===== src/rtl/qspg_pkg.sv =====
// ----------------------------------------------------------------------------
// qspg_pkg
// Shared types, constants and helpers for the queued step pulse generator.
// ----------------------------------------------------------------------------
`default_nettype none

package qspg_pkg;

    localparam int QUEUE_DEPTH = 16;
    localparam int QIDX_W      = $clog2(QUEUE_DEPTH);
    localparam int QCNT_W      = $clog2(QUEUE_DEPTH + 1);

    localparam logic [31:0] POS_BIAS         = 32'h4000_0000;
    localparam logic [23:0] LATE_LIMIT_RESET = 24'd72000;

    // raw function codes on the command channel
    localparam logic [2:0] FUNC_TICK        = 3'd0;
    localparam logic [2:0] FUNC_MOVE        = 3'd1;
    localparam logic [2:0] FUNC_SET_DIR     = 3'd2;
    localparam logic [2:0] FUNC_RESET_CLOCK = 3'd3;
    localparam logic [2:0] FUNC_STOP        = 3'd4;
    localparam logic [2:0] FUNC_QUERY       = 3'd5;

    localparam logic [2:0] STATUS_OK         = 3'd0;
    localparam logic [2:0] STATUS_BAD_COUNT  = 3'd1;
    localparam logic [2:0] STATUS_RESET_BUSY = 3'd2;
    localparam logic [2:0] STATUS_TOO_LATE   = 3'd3;
    localparam logic [2:0] STATUS_QUEUE_FULL = 3'd4;

    localparam logic [7:0] REG_STEP_PULSE = 8'd0;
    localparam logic [7:0] REG_INVERT     = 8'd1;
    localparam logic [7:0] REG_LATE_LIMIT = 8'd2;

    typedef enum logic [2:0] {
        OP_TICK,
        OP_MOVE,
        OP_SET_DIR,
        OP_RESET_CLOCK,
        OP_STOP,
        OP_QUERY,
        OP_NOP
    } op_t;

    typedef struct packed {
        op_t          op;
        logic         count_zero;
        logic [31:0]  now_time;
        logic [31:0]  move_interval;
        logic [15:0]  move_count;
        logic [15:0]  move_add;
        logic         next_dir;
        logic [31:0]  clock_value;
    } op_item_t;

    typedef struct packed {
        logic         step_out;
        logic         dir_out;
        logic         stepped;
        logic         active;
        logic [31:0]  position_out;
        logic [2:0]   status;
        logic         halted;
        logic [31:0]  wake_out;
    } result_t;

    // a is before b when the wrapped difference is negative
    function automatic logic is_before(input logic [31:0] a, input logic [31:0] b);
        logic [31:0] diff;
        diff = a - b;
        return diff[31];
    endfunction

    function automatic logic [31:0] sext16(input logic [15:0] v);
        return {{16{v[15]}}, v};
    endfunction

    function automatic logic [31:0] abs32(input logic [31:0] v);
        return v[31] ? (32'd0 - v) : v;
    endfunction

endpackage

`default_nettype wire


===== src/rtl/qspg_if.sv =====
// ----------------------------------------------------------------------------
// qspg_if
// Command, result and configuration channels of the step pulse generator.
// ----------------------------------------------------------------------------
`default_nettype none

interface qspg_cmd_if;
    logic         valid;
    logic         ready;
    logic [2:0]   func;
    logic [31:0]  now_time;
    logic [31:0]  move_interval;
    logic [15:0]  move_count;
    logic signed [15:0] move_add;
    logic         next_dir;
    logic [31:0]  clock_value;

    modport source (output valid, func, now_time, move_interval, move_count, move_add,
                    next_dir, clock_value, input ready);
    modport sink   (input valid, func, now_time, move_interval, move_count, move_add,
                    next_dir, clock_value, output ready);
endinterface

interface qspg_rsp_if;
    logic         valid;
    logic         ready;
    logic         step_out;
    logic         dir_out;
    logic         stepped;
    logic         active;
    logic signed [31:0] position_out;
    logic [2:0]   status;
    logic         halted;
    logic [31:0]  wake_out;

    modport source (output valid, step_out, dir_out, stepped, active, position_out, status,
                    halted, wake_out, input ready);
    modport sink   (input valid, step_out, dir_out, stepped, active, position_out, status,
                    halted, wake_out, output ready);
endinterface

interface qspg_cfg_if;
    logic         valid;
    logic         ready;
    logic [7:0]   index;
    logic [31:0]  data;

    modport source (output valid, index, data, input ready);
    modport sink   (input valid, index, data, output ready);
endinterface

`default_nettype wire


===== src/rtl/qspg_front.sv =====
// ----------------------------------------------------------------------------
// qspg_front
// Takes command beats and classifies them into internal operations.
// ----------------------------------------------------------------------------
`default_nettype none

module qspg_front (
    qspg_cmd_if.sink            cmd,
    output logic                item_valid,
    input  logic                item_ready,
    output qspg_pkg::op_item_t  item
);

    qspg_pkg::op_t op;

    always_comb
    begin
        unique case (cmd.func)
            qspg_pkg::FUNC_TICK:        op = qspg_pkg::OP_TICK;
            qspg_pkg::FUNC_MOVE:        op = qspg_pkg::OP_MOVE;
            qspg_pkg::FUNC_SET_DIR:     op = qspg_pkg::OP_SET_DIR;
            qspg_pkg::FUNC_RESET_CLOCK: op = qspg_pkg::OP_RESET_CLOCK;
            qspg_pkg::FUNC_STOP:        op = qspg_pkg::OP_STOP;
            qspg_pkg::FUNC_QUERY:       op = qspg_pkg::OP_QUERY;
            default:                    op = qspg_pkg::OP_NOP;
        endcase
    end

    assign item.op            = op;
    assign item.count_zero    = (cmd.move_count == 16'd0);
    assign item.now_time      = cmd.now_time;
    assign item.move_interval = cmd.move_interval;
    assign item.move_count    = cmd.move_count;
    assign item.move_add      = cmd.move_add;
    assign item.next_dir      = cmd.next_dir;
    assign item.clock_value   = cmd.clock_value;

    assign item_valid = cmd.valid;
    assign cmd.ready  = item_ready;

endmodule

`default_nettype wire


===== src/rtl/qspg_fifo.sv =====
// ----------------------------------------------------------------------------
// qspg_fifo
// Two-entry operation queue between the front and the execute unit.
// ----------------------------------------------------------------------------
`default_nettype none

module qspg_fifo (
    input  logic                clk,
    input  logic                rst_n,
    input  logic                push_valid,
    output logic                push_ready,
    input  qspg_pkg::op_item_t  push_data,
    output logic                pop_valid,
    input  logic                pop_ready,
    output qspg_pkg::op_item_t  pop_data
);

    qspg_pkg::op_item_t entry_reg [2];
    logic               wr_ptr_reg, wr_ptr_next;
    logic               rd_ptr_reg, rd_ptr_next;
    logic [1:0]         count_reg, count_next;
    logic               push, pop;

    assign push_ready = (count_reg != 2'd2);
    assign pop_valid  = (count_reg != 2'd0);
    assign pop_data   = entry_reg[rd_ptr_reg];
    assign push       = push_valid && push_ready;
    assign pop        = pop_valid && pop_ready;

    always_comb
    begin
        wr_ptr_next = push ? ~wr_ptr_reg : wr_ptr_reg;
        rd_ptr_next = pop ? ~rd_ptr_reg : rd_ptr_reg;
        count_next  = count_reg + {1'b0, push} - {1'b0, pop};
    end

    always_ff @(posedge clk or negedge rst_n)
    begin
        if (!rst_n)
        begin
            wr_ptr_reg <= 1'b0;
            rd_ptr_reg <= 1'b0;
            count_reg  <= 2'd0;
        end
        else
        begin
            wr_ptr_reg <= wr_ptr_next;
            rd_ptr_reg <= rd_ptr_next;
            count_reg  <= count_next;
        end
    end

    always_ff @(posedge clk)
    begin
        if (push)
        begin
            entry_reg[wr_ptr_reg] <= push_data;
        end
    end

endmodule

`default_nettype wire


===== src/rtl/qspg_exec.sv =====
// ----------------------------------------------------------------------------
// qspg_exec
// Execute unit: step timing, move queue, position, halt logic, result register.
// ----------------------------------------------------------------------------
`default_nettype none

module qspg_exec (
    input  logic                clk,
    input  logic                rst_n,
    input  logic                item_valid,
    output logic                item_ready,
    input  qspg_pkg::op_item_t  item,
    qspg_rsp_if.source          rsp,
    qspg_cfg_if.sink            cfg
);

    localparam int QIDX_W = qspg_pkg::QIDX_W;
    localparam int QCNT_W = qspg_pkg::QCNT_W;
    localparam logic [QIDX_W-1:0] HEAD_LAST = QIDX_W'(qspg_pkg::QUEUE_DEPTH - 1);
    localparam logic [QCNT_W-1:0] FILL_FULL = QCNT_W'(qspg_pkg::QUEUE_DEPTH);
    localparam logic [QCNT_W:0]   DEPTH_EXT = (QCNT_W + 1)'(qspg_pkg::QUEUE_DEPTH);

    // configuration
    logic [19:0] step_pulse_reg;
    logic        invert_reg;
    logic [23:0] late_limit_reg;

    // step state
    logic        step_level_reg, step_level_next;
    logic        dir_level_reg, dir_level_next;
    logic [31:0] bpos_reg, bpos_next;
    logic [17:0] edges_reg, edges_next;
    logic [31:0] cur_iv_reg, cur_iv_next;
    logic [15:0] cur_add_reg, cur_add_next;
    logic [31:0] next_at_reg, next_at_next;
    logic [31:0] wake_reg, wake_next;
    logic        df_last_reg, df_last_next;
    logic        df_next_reg, df_next_next;
    logic        df_reset_reg, df_reset_next;
    logic [QIDX_W-1:0] head_reg, head_next;
    logic [QCNT_W-1:0] fill_reg, fill_next;
    logic        halt_reg, halt_next;

    // move queue register file
    logic [31:0] q_iv_reg  [qspg_pkg::QUEUE_DEPTH];
    logic [32:0] q_cad_reg [qspg_pkg::QUEUE_DEPTH];
    logic              q_we;
    logic [QIDX_W-1:0] q_waddr;
    logic [32:0]       q_wcad;

    qspg_pkg::result_t res_reg, res_next;
    logic              out_valid_reg, out_valid_next;
    logic              exec;

    assign item_ready = !out_valid_reg || rsp.ready;
    assign exec       = item_valid && item_ready;
    assign cfg.ready  = 1'b1;

    always_comb
    begin
        logic [31:0] min_next;
        logic [31:0] sched;
        logic [31:0] late;
        logic [31:0] mag_cur;
        logic [31:0] stop_mag;
        logic [17:0] e1;
        logic        do_load;
        logic        ld_from_in;
        logic [31:0] ld_iv;
        logic [32:0] ld_cad;
        logic [31:0] ld_next;
        logic        fl_last;
        logic        mdir;
        logic        stop_req;
        logic        halt_req;
        logic        stepped;
        logic [2:0]  status;
        logic [31:0] pos;
        logic [QCNT_W:0] slot_sum;

        step_level_next = step_level_reg;
        dir_level_next  = dir_level_reg;
        bpos_next       = bpos_reg;
        edges_next      = edges_reg;
        cur_iv_next     = cur_iv_reg;
        cur_add_next    = cur_add_reg;
        next_at_next    = next_at_reg;
        wake_next       = wake_reg;
        df_last_next    = df_last_reg;
        df_next_next    = df_next_reg;
        df_reset_next   = df_reset_reg;
        head_next       = head_reg;
        fill_next       = fill_reg;
        halt_next       = halt_reg;

        q_we     = 1'b0;
        slot_sum = {1'b0, head_reg} + {1'b0, fill_reg};
        if (slot_sum >= DEPTH_EXT)
        begin
            slot_sum = slot_sum - DEPTH_EXT;
        end
        q_waddr  = slot_sum[QIDX_W-1:0];
        fl_last  = df_last_reg ^ (df_last_reg ^ df_next_reg);
        mdir     = df_last_reg ^ df_next_reg;
        q_wcad   = {mdir, item.move_add, item.move_count};

        min_next = item.now_time + {12'd0, step_pulse_reg};
        e1       = edges_reg - 18'd1;
        sched    = next_at_reg + cur_iv_reg;
        mag_cur  = qspg_pkg::abs32(bpos_reg - {15'd0, edges_reg[17:1]});
        stop_mag = mag_cur;
        do_load  = 1'b0;
        ld_from_in = (fill_reg == '0);
        ld_iv    = ld_from_in ? item.move_interval : q_iv_reg[head_reg];
        ld_cad   = ld_from_in ? q_wcad : q_cad_reg[head_reg];
        ld_next  = next_at_reg + ld_iv;
        late     = min_next - ld_next;
        stop_req = 1'b0;
        halt_req = 1'b0;
        stepped  = 1'b0;
        status   = qspg_pkg::STATUS_OK;
        pos      = 32'd0;

        if (exec)
        begin
            if (item.op == qspg_pkg::OP_QUERY)
            begin
                pos = mag_cur - qspg_pkg::POS_BIAS;
            end
            else if (!halt_reg)
            begin
                unique case (item.op)
                    qspg_pkg::OP_TICK:
                    begin
                        if (edges_reg != 18'd0 && !qspg_pkg::is_before(item.now_time, wake_reg))
                        begin
                            step_level_next = ~step_level_reg;
                            stepped         = 1'b1;
                            edges_next      = e1;
                            if (e1[0])
                            begin
                                wake_next = min_next;
                            end
                            else if (e1 != 18'd0)
                            begin
                                next_at_next = sched;
                                cur_iv_next  = cur_iv_reg + qspg_pkg::sext16(cur_add_reg);
                                wake_next    = qspg_pkg::is_before(sched, min_next)
                                             ? min_next : sched;
                            end
                            else if (fill_reg != '0)
                            begin
                                do_load = 1'b1;
                                if (qspg_pkg::is_before(ld_next, min_next))
                                begin
                                    if (late > {8'd0, late_limit_reg})
                                    begin
                                        // load leaves |bpos| unchanged at edges/2 offset
                                        stop_mag = qspg_pkg::abs32(bpos_reg);
                                        stop_req = 1'b1;
                                        halt_req = 1'b1;
                                        status   = qspg_pkg::STATUS_TOO_LATE;
                                    end
                                    else
                                    begin
                                        wake_next = min_next;
                                    end
                                end
                            end
                        end
                    end
                    qspg_pkg::OP_MOVE:
                    begin
                        if (item.count_zero)
                        begin
                            stop_req = 1'b1;
                            halt_req = 1'b1;
                            status   = qspg_pkg::STATUS_BAD_COUNT;
                        end
                        else if (edges_reg == 18'd0 && df_reset_reg)
                        begin
                            // dropped until the clock is reset
                        end
                        else if (fill_reg == FILL_FULL)
                        begin
                            status = qspg_pkg::STATUS_QUEUE_FULL;
                        end
                        else
                        begin
                            df_last_next = fl_last;
                            q_we         = 1'b1;
                            fill_next    = fill_reg + QCNT_W'(1);
                            if (edges_reg == 18'd0)
                            begin
                                do_load = 1'b1;
                            end
                        end
                    end
                    qspg_pkg::OP_SET_DIR:
                    begin
                        df_next_next = item.next_dir;
                    end
                    qspg_pkg::OP_RESET_CLOCK:
                    begin
                        if (edges_reg != 18'd0)
                        begin
                            stop_req = 1'b1;
                            halt_req = 1'b1;
                            status   = qspg_pkg::STATUS_RESET_BUSY;
                        end
                        else
                        begin
                            next_at_next  = item.clock_value;
                            wake_next     = item.clock_value;
                            df_reset_next = 1'b0;
                        end
                    end
                    qspg_pkg::OP_STOP:
                    begin
                        stop_req = 1'b1;
                    end
                    qspg_pkg::OP_QUERY, qspg_pkg::OP_NOP:
                    begin
                    end
                    default:
                    begin
                    end
                endcase
            end
        end

        if (do_load)
        begin
            head_next    = (head_reg == HEAD_LAST) ? '0 : head_reg + QIDX_W'(1);
            fill_next    = fill_next - QCNT_W'(1);
            cur_add_next = ld_cad[31:16];
            next_at_next = ld_next;
            if (!(item.op == qspg_pkg::OP_TICK && qspg_pkg::is_before(ld_next, min_next)))
            begin
                wake_next = ld_next;
            end
            edges_next   = {1'b0, ld_cad[15:0], 1'b0};
            cur_iv_next  = ld_iv + qspg_pkg::sext16(ld_cad[31:16]);
            if (ld_cad[32])
            begin
                bpos_next      = (32'd0 - bpos_reg) + {16'd0, ld_cad[15:0]};
                dir_level_next = ~dir_level_reg;
            end
            else
            begin
                bpos_next = bpos_reg + {16'd0, ld_cad[15:0]};
            end
        end

        if (stop_req)
        begin
            next_at_next    = 32'd0;
            wake_next       = 32'd0;
            bpos_next       = 32'd0 - stop_mag;
            edges_next      = 18'd0;
            df_last_next    = 1'b0;
            df_next_next    = 1'b0;
            df_reset_next   = 1'b1;
            dir_level_next  = 1'b0;
            step_level_next = invert_reg;
            head_next       = '0;
            fill_next       = '0;
            if (halt_req)
            begin
                halt_next = 1'b1;
            end
        end

        // step idles at the new polarity only while no edges are pending
        if (cfg.valid && cfg.index == qspg_pkg::REG_INVERT && edges_reg == 18'd0)
        begin
            step_level_next = cfg.data[0];
        end

        res_next.step_out     = step_level_next;
        res_next.dir_out      = dir_level_next;
        res_next.stepped      = stepped;
        res_next.active       = (edges_next != 18'd0);
        res_next.position_out = pos;
        res_next.status       = status;
        res_next.halted       = halt_next;
        res_next.wake_out     = wake_next;

        out_valid_next = exec || (out_valid_reg && !rsp.ready);
    end

    always_ff @(posedge clk or negedge rst_n)
    begin
        if (!rst_n)
        begin
            step_pulse_reg <= 20'd0;
            invert_reg     <= 1'b0;
            late_limit_reg <= qspg_pkg::LATE_LIMIT_RESET;
            step_level_reg <= 1'b0;
            dir_level_reg  <= 1'b0;
            bpos_reg       <= 32'd0 - qspg_pkg::POS_BIAS;
            edges_reg      <= 18'd0;
            cur_iv_reg     <= 32'd0;
            cur_add_reg    <= 16'd0;
            next_at_reg    <= 32'd0;
            wake_reg       <= 32'd0;
            df_last_reg    <= 1'b0;
            df_next_reg    <= 1'b0;
            df_reset_reg   <= 1'b0;
            head_reg       <= '0;
            fill_reg       <= '0;
            halt_reg       <= 1'b0;
            out_valid_reg  <= 1'b0;
        end
        else
        begin
            if (cfg.valid)
            begin
                priority case (cfg.index)
                    qspg_pkg::REG_STEP_PULSE: step_pulse_reg <= cfg.data[19:0];
                    qspg_pkg::REG_INVERT:     invert_reg     <= cfg.data[0];
                    qspg_pkg::REG_LATE_LIMIT: late_limit_reg <= cfg.data[23:0];
                    default:
                    begin
                    end
                endcase
            end
            step_level_reg <= step_level_next;
            dir_level_reg  <= dir_level_next;
            bpos_reg       <= bpos_next;
            edges_reg      <= edges_next;
            cur_iv_reg     <= cur_iv_next;
            cur_add_reg    <= cur_add_next;
            next_at_reg    <= next_at_next;
            wake_reg       <= wake_next;
            df_last_reg    <= df_last_next;
            df_next_reg    <= df_next_next;
            df_reset_reg   <= df_reset_next;
            head_reg       <= head_next;
            fill_reg       <= fill_next;
            halt_reg       <= halt_next;
            out_valid_reg  <= out_valid_next;
        end
    end

    always_ff @(posedge clk)
    begin
        if (q_we)
        begin
            q_iv_reg[q_waddr]  <= item.move_interval;
            q_cad_reg[q_waddr] <= q_wcad;
        end
        if (exec)
        begin
            res_reg <= res_next;
        end
    end

    assign rsp.valid        = out_valid_reg;
    assign rsp.step_out     = res_reg.step_out;
    assign rsp.dir_out      = res_reg.dir_out;
    assign rsp.stepped      = res_reg.stepped;
    assign rsp.active       = res_reg.active;
    assign rsp.position_out = res_reg.position_out;
    assign rsp.status       = res_reg.status;
    assign rsp.halted       = res_reg.halted;
    assign rsp.wake_out     = res_reg.wake_out;

endmodule

`default_nettype wire


===== src/rtl/queued_step_pulse_generator_top.sv =====
// ----------------------------------------------------------------------------
// queued_step_pulse_generator_top
// Step/direction pulse generator with a move queue.
// ----------------------------------------------------------------------------
// One result beat per command beat. The block sustains one command per clock
// while rsp is ready: every operation, including a step that loads the next
// queued move, is resolved combinationally by the execute unit, so its state
// loop sets the rate. A command reaches rsp through a two-entry command queue
// and then the result register; rsp stalls back up into the queue without
// losing beats. Configuration writes are taken every cycle and should be
// issued only while no command is in flight. The move queue holds 16 moves.
`default_nettype none

module queued_step_pulse_generator_top (
    input  logic        clk,
    input  logic        rst_n,
    qspg_cmd_if.sink    cmd,
    qspg_rsp_if.source  rsp,
    qspg_cfg_if.sink    cfg
);

    qspg_pkg::op_item_t front_item;
    qspg_pkg::op_item_t exec_item;
    logic               front_valid, front_ready;
    logic               exec_valid, exec_ready;

    qspg_front u_front (
        .cmd        (cmd),
        .item_valid (front_valid),
        .item_ready (front_ready),
        .item       (front_item)
    );

    qspg_fifo u_fifo (
        .clk        (clk),
        .rst_n      (rst_n),
        .push_valid (front_valid),
        .push_ready (front_ready),
        .push_data  (front_item),
        .pop_valid  (exec_valid),
        .pop_ready  (exec_ready),
        .pop_data   (exec_item)
    );

    qspg_exec u_exec (
        .clk        (clk),
        .rst_n      (rst_n),
        .item_valid (exec_valid),
        .item_ready (exec_ready),
        .item       (exec_item),
        .rsp        (rsp),
        .cfg        (cfg)
    );

endmodule

`default_nettype wire

===== src/flat_wrapper.sv =====
// flat-port wrapper written by rule: the top's interface ports become plain ports
module queued_step_pulse_generator_top_flat 
  (clk, rst_n, cmd_valid, cmd_func, cmd_now_time, cmd_move_interval, cmd_move_count, cmd_move_add, cmd_next_dir, cmd_clock_value, cmd_ready, rsp_valid, rsp_step_out, rsp_dir_out, rsp_stepped, rsp_active, rsp_position_out, rsp_status, rsp_halted, rsp_wake_out, rsp_ready, cfg_valid, cfg_index, cfg_data, cfg_ready);
  qspg_cmd_if cmd_i ();
  qspg_rsp_if rsp_i ();
  qspg_cfg_if cfg_i ();
  input  logic clk;
  input  logic rst_n;
  input wire logic [$bits(cmd_i.valid)-1:0] cmd_valid;
  input wire logic [$bits(cmd_i.func)-1:0] cmd_func;
  input wire logic [$bits(cmd_i.now_time)-1:0] cmd_now_time;
  input wire logic [$bits(cmd_i.move_interval)-1:0] cmd_move_interval;
  input wire logic [$bits(cmd_i.move_count)-1:0] cmd_move_count;
  input wire logic [$bits(cmd_i.move_add)-1:0] cmd_move_add;
  input wire logic [$bits(cmd_i.next_dir)-1:0] cmd_next_dir;
  input wire logic [$bits(cmd_i.clock_value)-1:0] cmd_clock_value;
  output wire logic [$bits(cmd_i.ready)-1:0] cmd_ready;
  output wire logic [$bits(rsp_i.valid)-1:0] rsp_valid;
  output wire logic [$bits(rsp_i.step_out)-1:0] rsp_step_out;
  output wire logic [$bits(rsp_i.dir_out)-1:0] rsp_dir_out;
  output wire logic [$bits(rsp_i.stepped)-1:0] rsp_stepped;
  output wire logic [$bits(rsp_i.active)-1:0] rsp_active;
  output wire logic [$bits(rsp_i.position_out)-1:0] rsp_position_out;
  output wire logic [$bits(rsp_i.status)-1:0] rsp_status;
  output wire logic [$bits(rsp_i.halted)-1:0] rsp_halted;
  output wire logic [$bits(rsp_i.wake_out)-1:0] rsp_wake_out;
  input wire logic [$bits(rsp_i.ready)-1:0] rsp_ready;
  input wire logic [$bits(cfg_i.valid)-1:0] cfg_valid;
  input wire logic [$bits(cfg_i.index)-1:0] cfg_index;
  input wire logic [$bits(cfg_i.data)-1:0] cfg_data;
  output wire logic [$bits(cfg_i.ready)-1:0] cfg_ready;
  assign cmd_i.valid = cmd_valid;
  assign cmd_i.func = cmd_func;
  assign cmd_i.now_time = cmd_now_time;
  assign cmd_i.move_interval = cmd_move_interval;
  assign cmd_i.move_count = cmd_move_count;
  assign cmd_i.move_add = cmd_move_add;
  assign cmd_i.next_dir = cmd_next_dir;
  assign cmd_i.clock_value = cmd_clock_value;
  assign cmd_ready = cmd_i.ready;
  assign rsp_valid = rsp_i.valid;
  assign rsp_step_out = rsp_i.step_out;
  assign rsp_dir_out = rsp_i.dir_out;
  assign rsp_stepped = rsp_i.stepped;
  assign rsp_active = rsp_i.active;
  assign rsp_position_out = rsp_i.position_out;
  assign rsp_status = rsp_i.status;
  assign rsp_halted = rsp_i.halted;
  assign rsp_wake_out = rsp_i.wake_out;
  assign rsp_i.ready = rsp_ready;
  assign cfg_i.valid = cfg_valid;
  assign cfg_i.index = cfg_index;
  assign cfg_i.data = cfg_data;
  assign cfg_ready = cfg_i.ready;
  queued_step_pulse_generator_top u_core (.clk(clk), .rst_n(rst_n), .cmd(cmd_i), .rsp(rsp_i), .cfg(cfg_i));
endmodule

===== config.mk =====
export PLATFORM = sky130hd
export DESIGN_NAME = queued_step_pulse_generator_top_flat
export DESIGN_NICKNAME = d
export VERILOG_FILES = /design/src/rtl/qspg_pkg.sv /design/src/rtl/qspg_if.sv /design/src/rtl/qspg_front.sv /design/src/rtl/qspg_fifo.sv /design/src/rtl/qspg_exec.sv /design/src/rtl/queued_step_pulse_generator_top.sv /design/src/flat_wrapper.sv
export SDC_FILE = /design/constraint.sdc
export NUM_CORES = 2
export LEC_CHECK = 0
export BUFFER_PORTS_ARGS = -buffer_cell sky130_fd_sc_hd__buf_2
export CAP_MARGIN = 25
export CORE_MARGIN = 8
export CORE_UTILIZATION = 45
export CTS_BUF_LIST = sky130_fd_sc_hd__clkbuf_2
export CTS_CLUSTER_DIAMETER = 50
export CTS_CLUSTER_SIZE = 28
export DETAILED_ROUTE_END_ITERATION = 8
export PLACE_DENSITY = 0.7
export SETUP_SLACK_MARGIN = 0.2
export SLEW_MARGIN = 30
export SYNTH_ARGS = -nofsm -noshare
export SYNTH_HDL_FRONTEND = slang
export SYNTH_SLANG_ARGS = --single-unit

===== constraint.sdc =====
create_clock -name clk -period 15.1 [get_ports clk]
set_clock_uncertainty 0.05 [all_clocks]
set_input_delay 3.02 -clock clk [delete_from_list [all_inputs] [get_ports clk]]
set_output_delay 3.02 -clock clk [all_outputs]
set_load 0.05 [all_outputs]

==> summary.txt <==
Cells and area
  – Flip-flop count of the largest register after layout: roughly 530
  – Filler cells: approximately 15000
  – Design area: 87300 µm²
  – Layout cell share with drive strength beyond 1: between 10% and 20%
  – Nets: approximately 6600
  – P&R area growth vs syn: 7.80%

Routing
  – WL final: around 210000 µm
  – # DRC: 0
  – Iter 0 DRT Violations: just under 5000
  – Drt first pass iters: 8
  – Antenna Nets Post-Route: 0
  – Vias per inst: approximately 6
  – Routed vias: 51300
  – Wire per inst: between 20 and 25 µm

Global route
  – Vias in the first global route: a little under 50000
  – Global route overflow: 0
  – Largest net degree at the start of global routing: about 130
  – GRT Util Overall: a little over a fifth
  – First-pass GRT wire length: between 300000 and 400000 µm
  – Initial antenna violation count: 31

Timing
  – Worst-Margin Slew: approximately 1200 ps
  – Post-route setup TNS: 0 ps
  – Final Hold Vio Count: 0
  – Fmax: 0.0818 GHz
  – Final min period: roughly 12000 ps
  – RSZ-0062 raised after global routing: no
  – Worst hold slack: roughly 440 ps
  – Final Cycle Share: just over 80%
  – Max-slew headroom: approximately 18%
  – Final worst-path setup slack: between 2000 and 3000 ps
  – Final setup fails: 0
  – Final Max Slew Viols: 0

Die
  – Initial Util: approximately 45%
  – Die X: between 400 and 500 µm
  – DIE AREA: 194000 µm²
  – Core box area: 179000 µm²
  – Row Count: roughly 160
  – IO Pins: between 200 and 300
  – Die Y: around 440 µm

Clock tree
  – CTS tree: done
  – CTS Hold Buffers Added: 0
  – CTS Buf Count: about 140
  – CTS H-tree lvls: 4
  – TritonCTS Sinks: roughly 1600
  – Longest Clk Path Bufs: 3
  – Clk_lat worst skew: 1840 ps
  – Clock-pin slew on the worst setup and hold paths: 330 ps
  – # resized after CTS: 0
  – Root Driver: clkbuf_2
  – Post-CTS Setup Bufs: 0

Synth
  – Share of the synthesized area in the top cell type: 51.1%
  – Synth area leaders: edfxtp_1 (51%), mux4_2 (9.0%), dfrtp_1 (6.8%), ha_1 (5.2%), xnor2_1 (2.8%)
  – Synthesis-stage register bit count: 1605
  – Synth Flop Type: edfxtp_1
  – Mapped cell area: a little over 80000 µm²
  – YS warnings: 0
  – Unique masters post-synth: 103
  – Syn Area/Cell: between 10 and 15 µm²
  – Most frequent cell after synthesis: edfxtp_1
  – Sequential-to-total area share from yosys stat: roughly three fifths
  – Synthesized netlist cell count: around 5900
  – EDFF count, synth: 1378
  – Syn Nets: between 6000 and 7000
  – Async set or reset register ratio after synthesis: around 14%
  – Post-synth top cells: edfxtp_1 (1378), nor2_1 (394), nand2_1 (374)
  – Largest area contributor in the netlist: edfxtp_1

Setup path
  – Crit path capture type: register
  – Worst-path fanout max: 40
  – Required @ worst endpoint: between 15000 and 20000 ps
  – CP startpoint kind: register
  – Critical path type: register to register
  – Worst Path Buf+Inv: 2
  – CP max stage cell: dfrtp_4
  – Max incr delay on CP: approximately 1100 ps
  – CP top delay family: compound AO/OA/AOI/OAI gates
  – Worst Path Arrival: 13840 ps

Pwr
  – Maximum resistive drop on vdd: approximately 190 µV
  – P per Cell Area: ~230 nW/µm²
  – Leak pwr: ~31 nW

Worst hold path
  – Worst hold path class: register to register

Place
  – GP Congestion: ~0.93
  – Setup WS pre-CTS: just under 3000 ps
  – Number of port buffers: between 200 and 250
  – Area after DPL: between 80000 and 90000 µm²
  – Post-DP HPWL: 142000 µm

Flow run
  – Max Cap Violations: 0

Status
  – Status: completed
-- cells in the final DEF, fill, tap and decap left out, types with 26 or more instances in the layout --
master	count
a211oi_1	172
a21o_1	107
a21oi_1	279
a31oi_1	43
and3_1	28
buf_2	241
buf_4	82
clkbuf_2	145
dfrtp_1	215
edfxtp_1	1378
ha_1	338
inv_1	245
mux2_2	168
mux2i_1	91
mux4_2	325
nand2_1	372
nand2b_1	51
nand3_1	90
nand4_1	44
nor2_1	377
nor2b_1	51
nor3_1	105
nor4_1	32
o21a_1	40
o21ai_0	212
o21bai_1	26
o22ai_1	28
o31ai_1	26
or3_1	33
xnor2_1	256
xor2_1	135
-- worst min-delay path, cell delays in order (launching register included) --
cell	delay (ps)
dfrtp_1	370
nand2_1	50
nand2_1	50
-- metrics by stage --
step                      utilization, %  cells  power, mW
after floorplan                        -   5919       14.8
after global placement              47.6   8339       17.8
after detailed placement            47.7   8339       18.1
after CTS                           48.8   8587       20.4
after global routing                48.9   8597       21.9
final                               48.9   8603       20.5
-- layer usage --
metal	GRT usage [%]	vias up	wire length (µm)
li1	-	23200	-
met1	29.1	25700	89600
met2	35.1	1993	101000
met3	3.57	329	15300
met4	6.21	26	6530
met5	0	-	176
-- cells by family (layout without fill, tap and decap cells) --
family                   count (synthesis)  count (layout)  synth area share (%)
AO/OA/AOI/OAI                         1173            1173                  9.67
XOR/XNOR                               397             397                  4.37
buffers and inverters                  512             827                  2.39
AND/OR/NAND/NOR                       1298            1298                  7.48
other                                    1              15               0.00463
multiplexers                           586             586                  12.5
adder cells (fa/ha/maj)                347             347                  5.44
flip-flops                            1605            1605                  58.1
-- cell type report --
cell class | instances | area (µm²) | share of cell area [%]
multi-input cells | 3802 | 32200 | 36.9
clock inverters | 103 | 1370 | 1.57
inverters | 247 | 927 | 1.06
diodes | 14 | 35.0 | 0.0401
flip-flops and latches | 1605 | 47100 | 53.9
clock buffers | 145 | 726 | 0.831
well taps | 2355 | 2950 | 3.37
repair buffers | 332 | 2000 | 2.29
-- path summary, 6_finish.rpt --
check	endpoint	start	slack [ps]	cells after the start
max in group asynchronous	u_core.u_exec.next_at_reg[12]	rst_n	12440	2
min in group asynchronous	u_core.u_exec.edges_reg[8]	rst_n	1140	1
hold / removal	u_core.u_exec.cur_add_reg[10]	u_core.u_exec.cur_add_reg[10]	440	2
setup / recovery	u_core.u_exec.bpos_reg[24]	u_core.u_exec.head_reg[0]	2880	37
setup reg to reg	u_core.u_exec.bpos_reg[24]	u_core.u_exec.head_reg[0]	2880	37
hold reg to reg	u_core.u_exec.cur_add_reg[10]	u_core.u_exec.cur_add_reg[10]	440	2
-- report_power, final --
| part | internal, mW | switching, mW |
|---|---|---|
| clock | 0.634 | 1.61 |
| sequential | 5.68 | 0.358 |
| combinational | 4.54 | 7.65 |
| total | 10.9 | 9.62 |
Power figures use the tool's default switching activity.
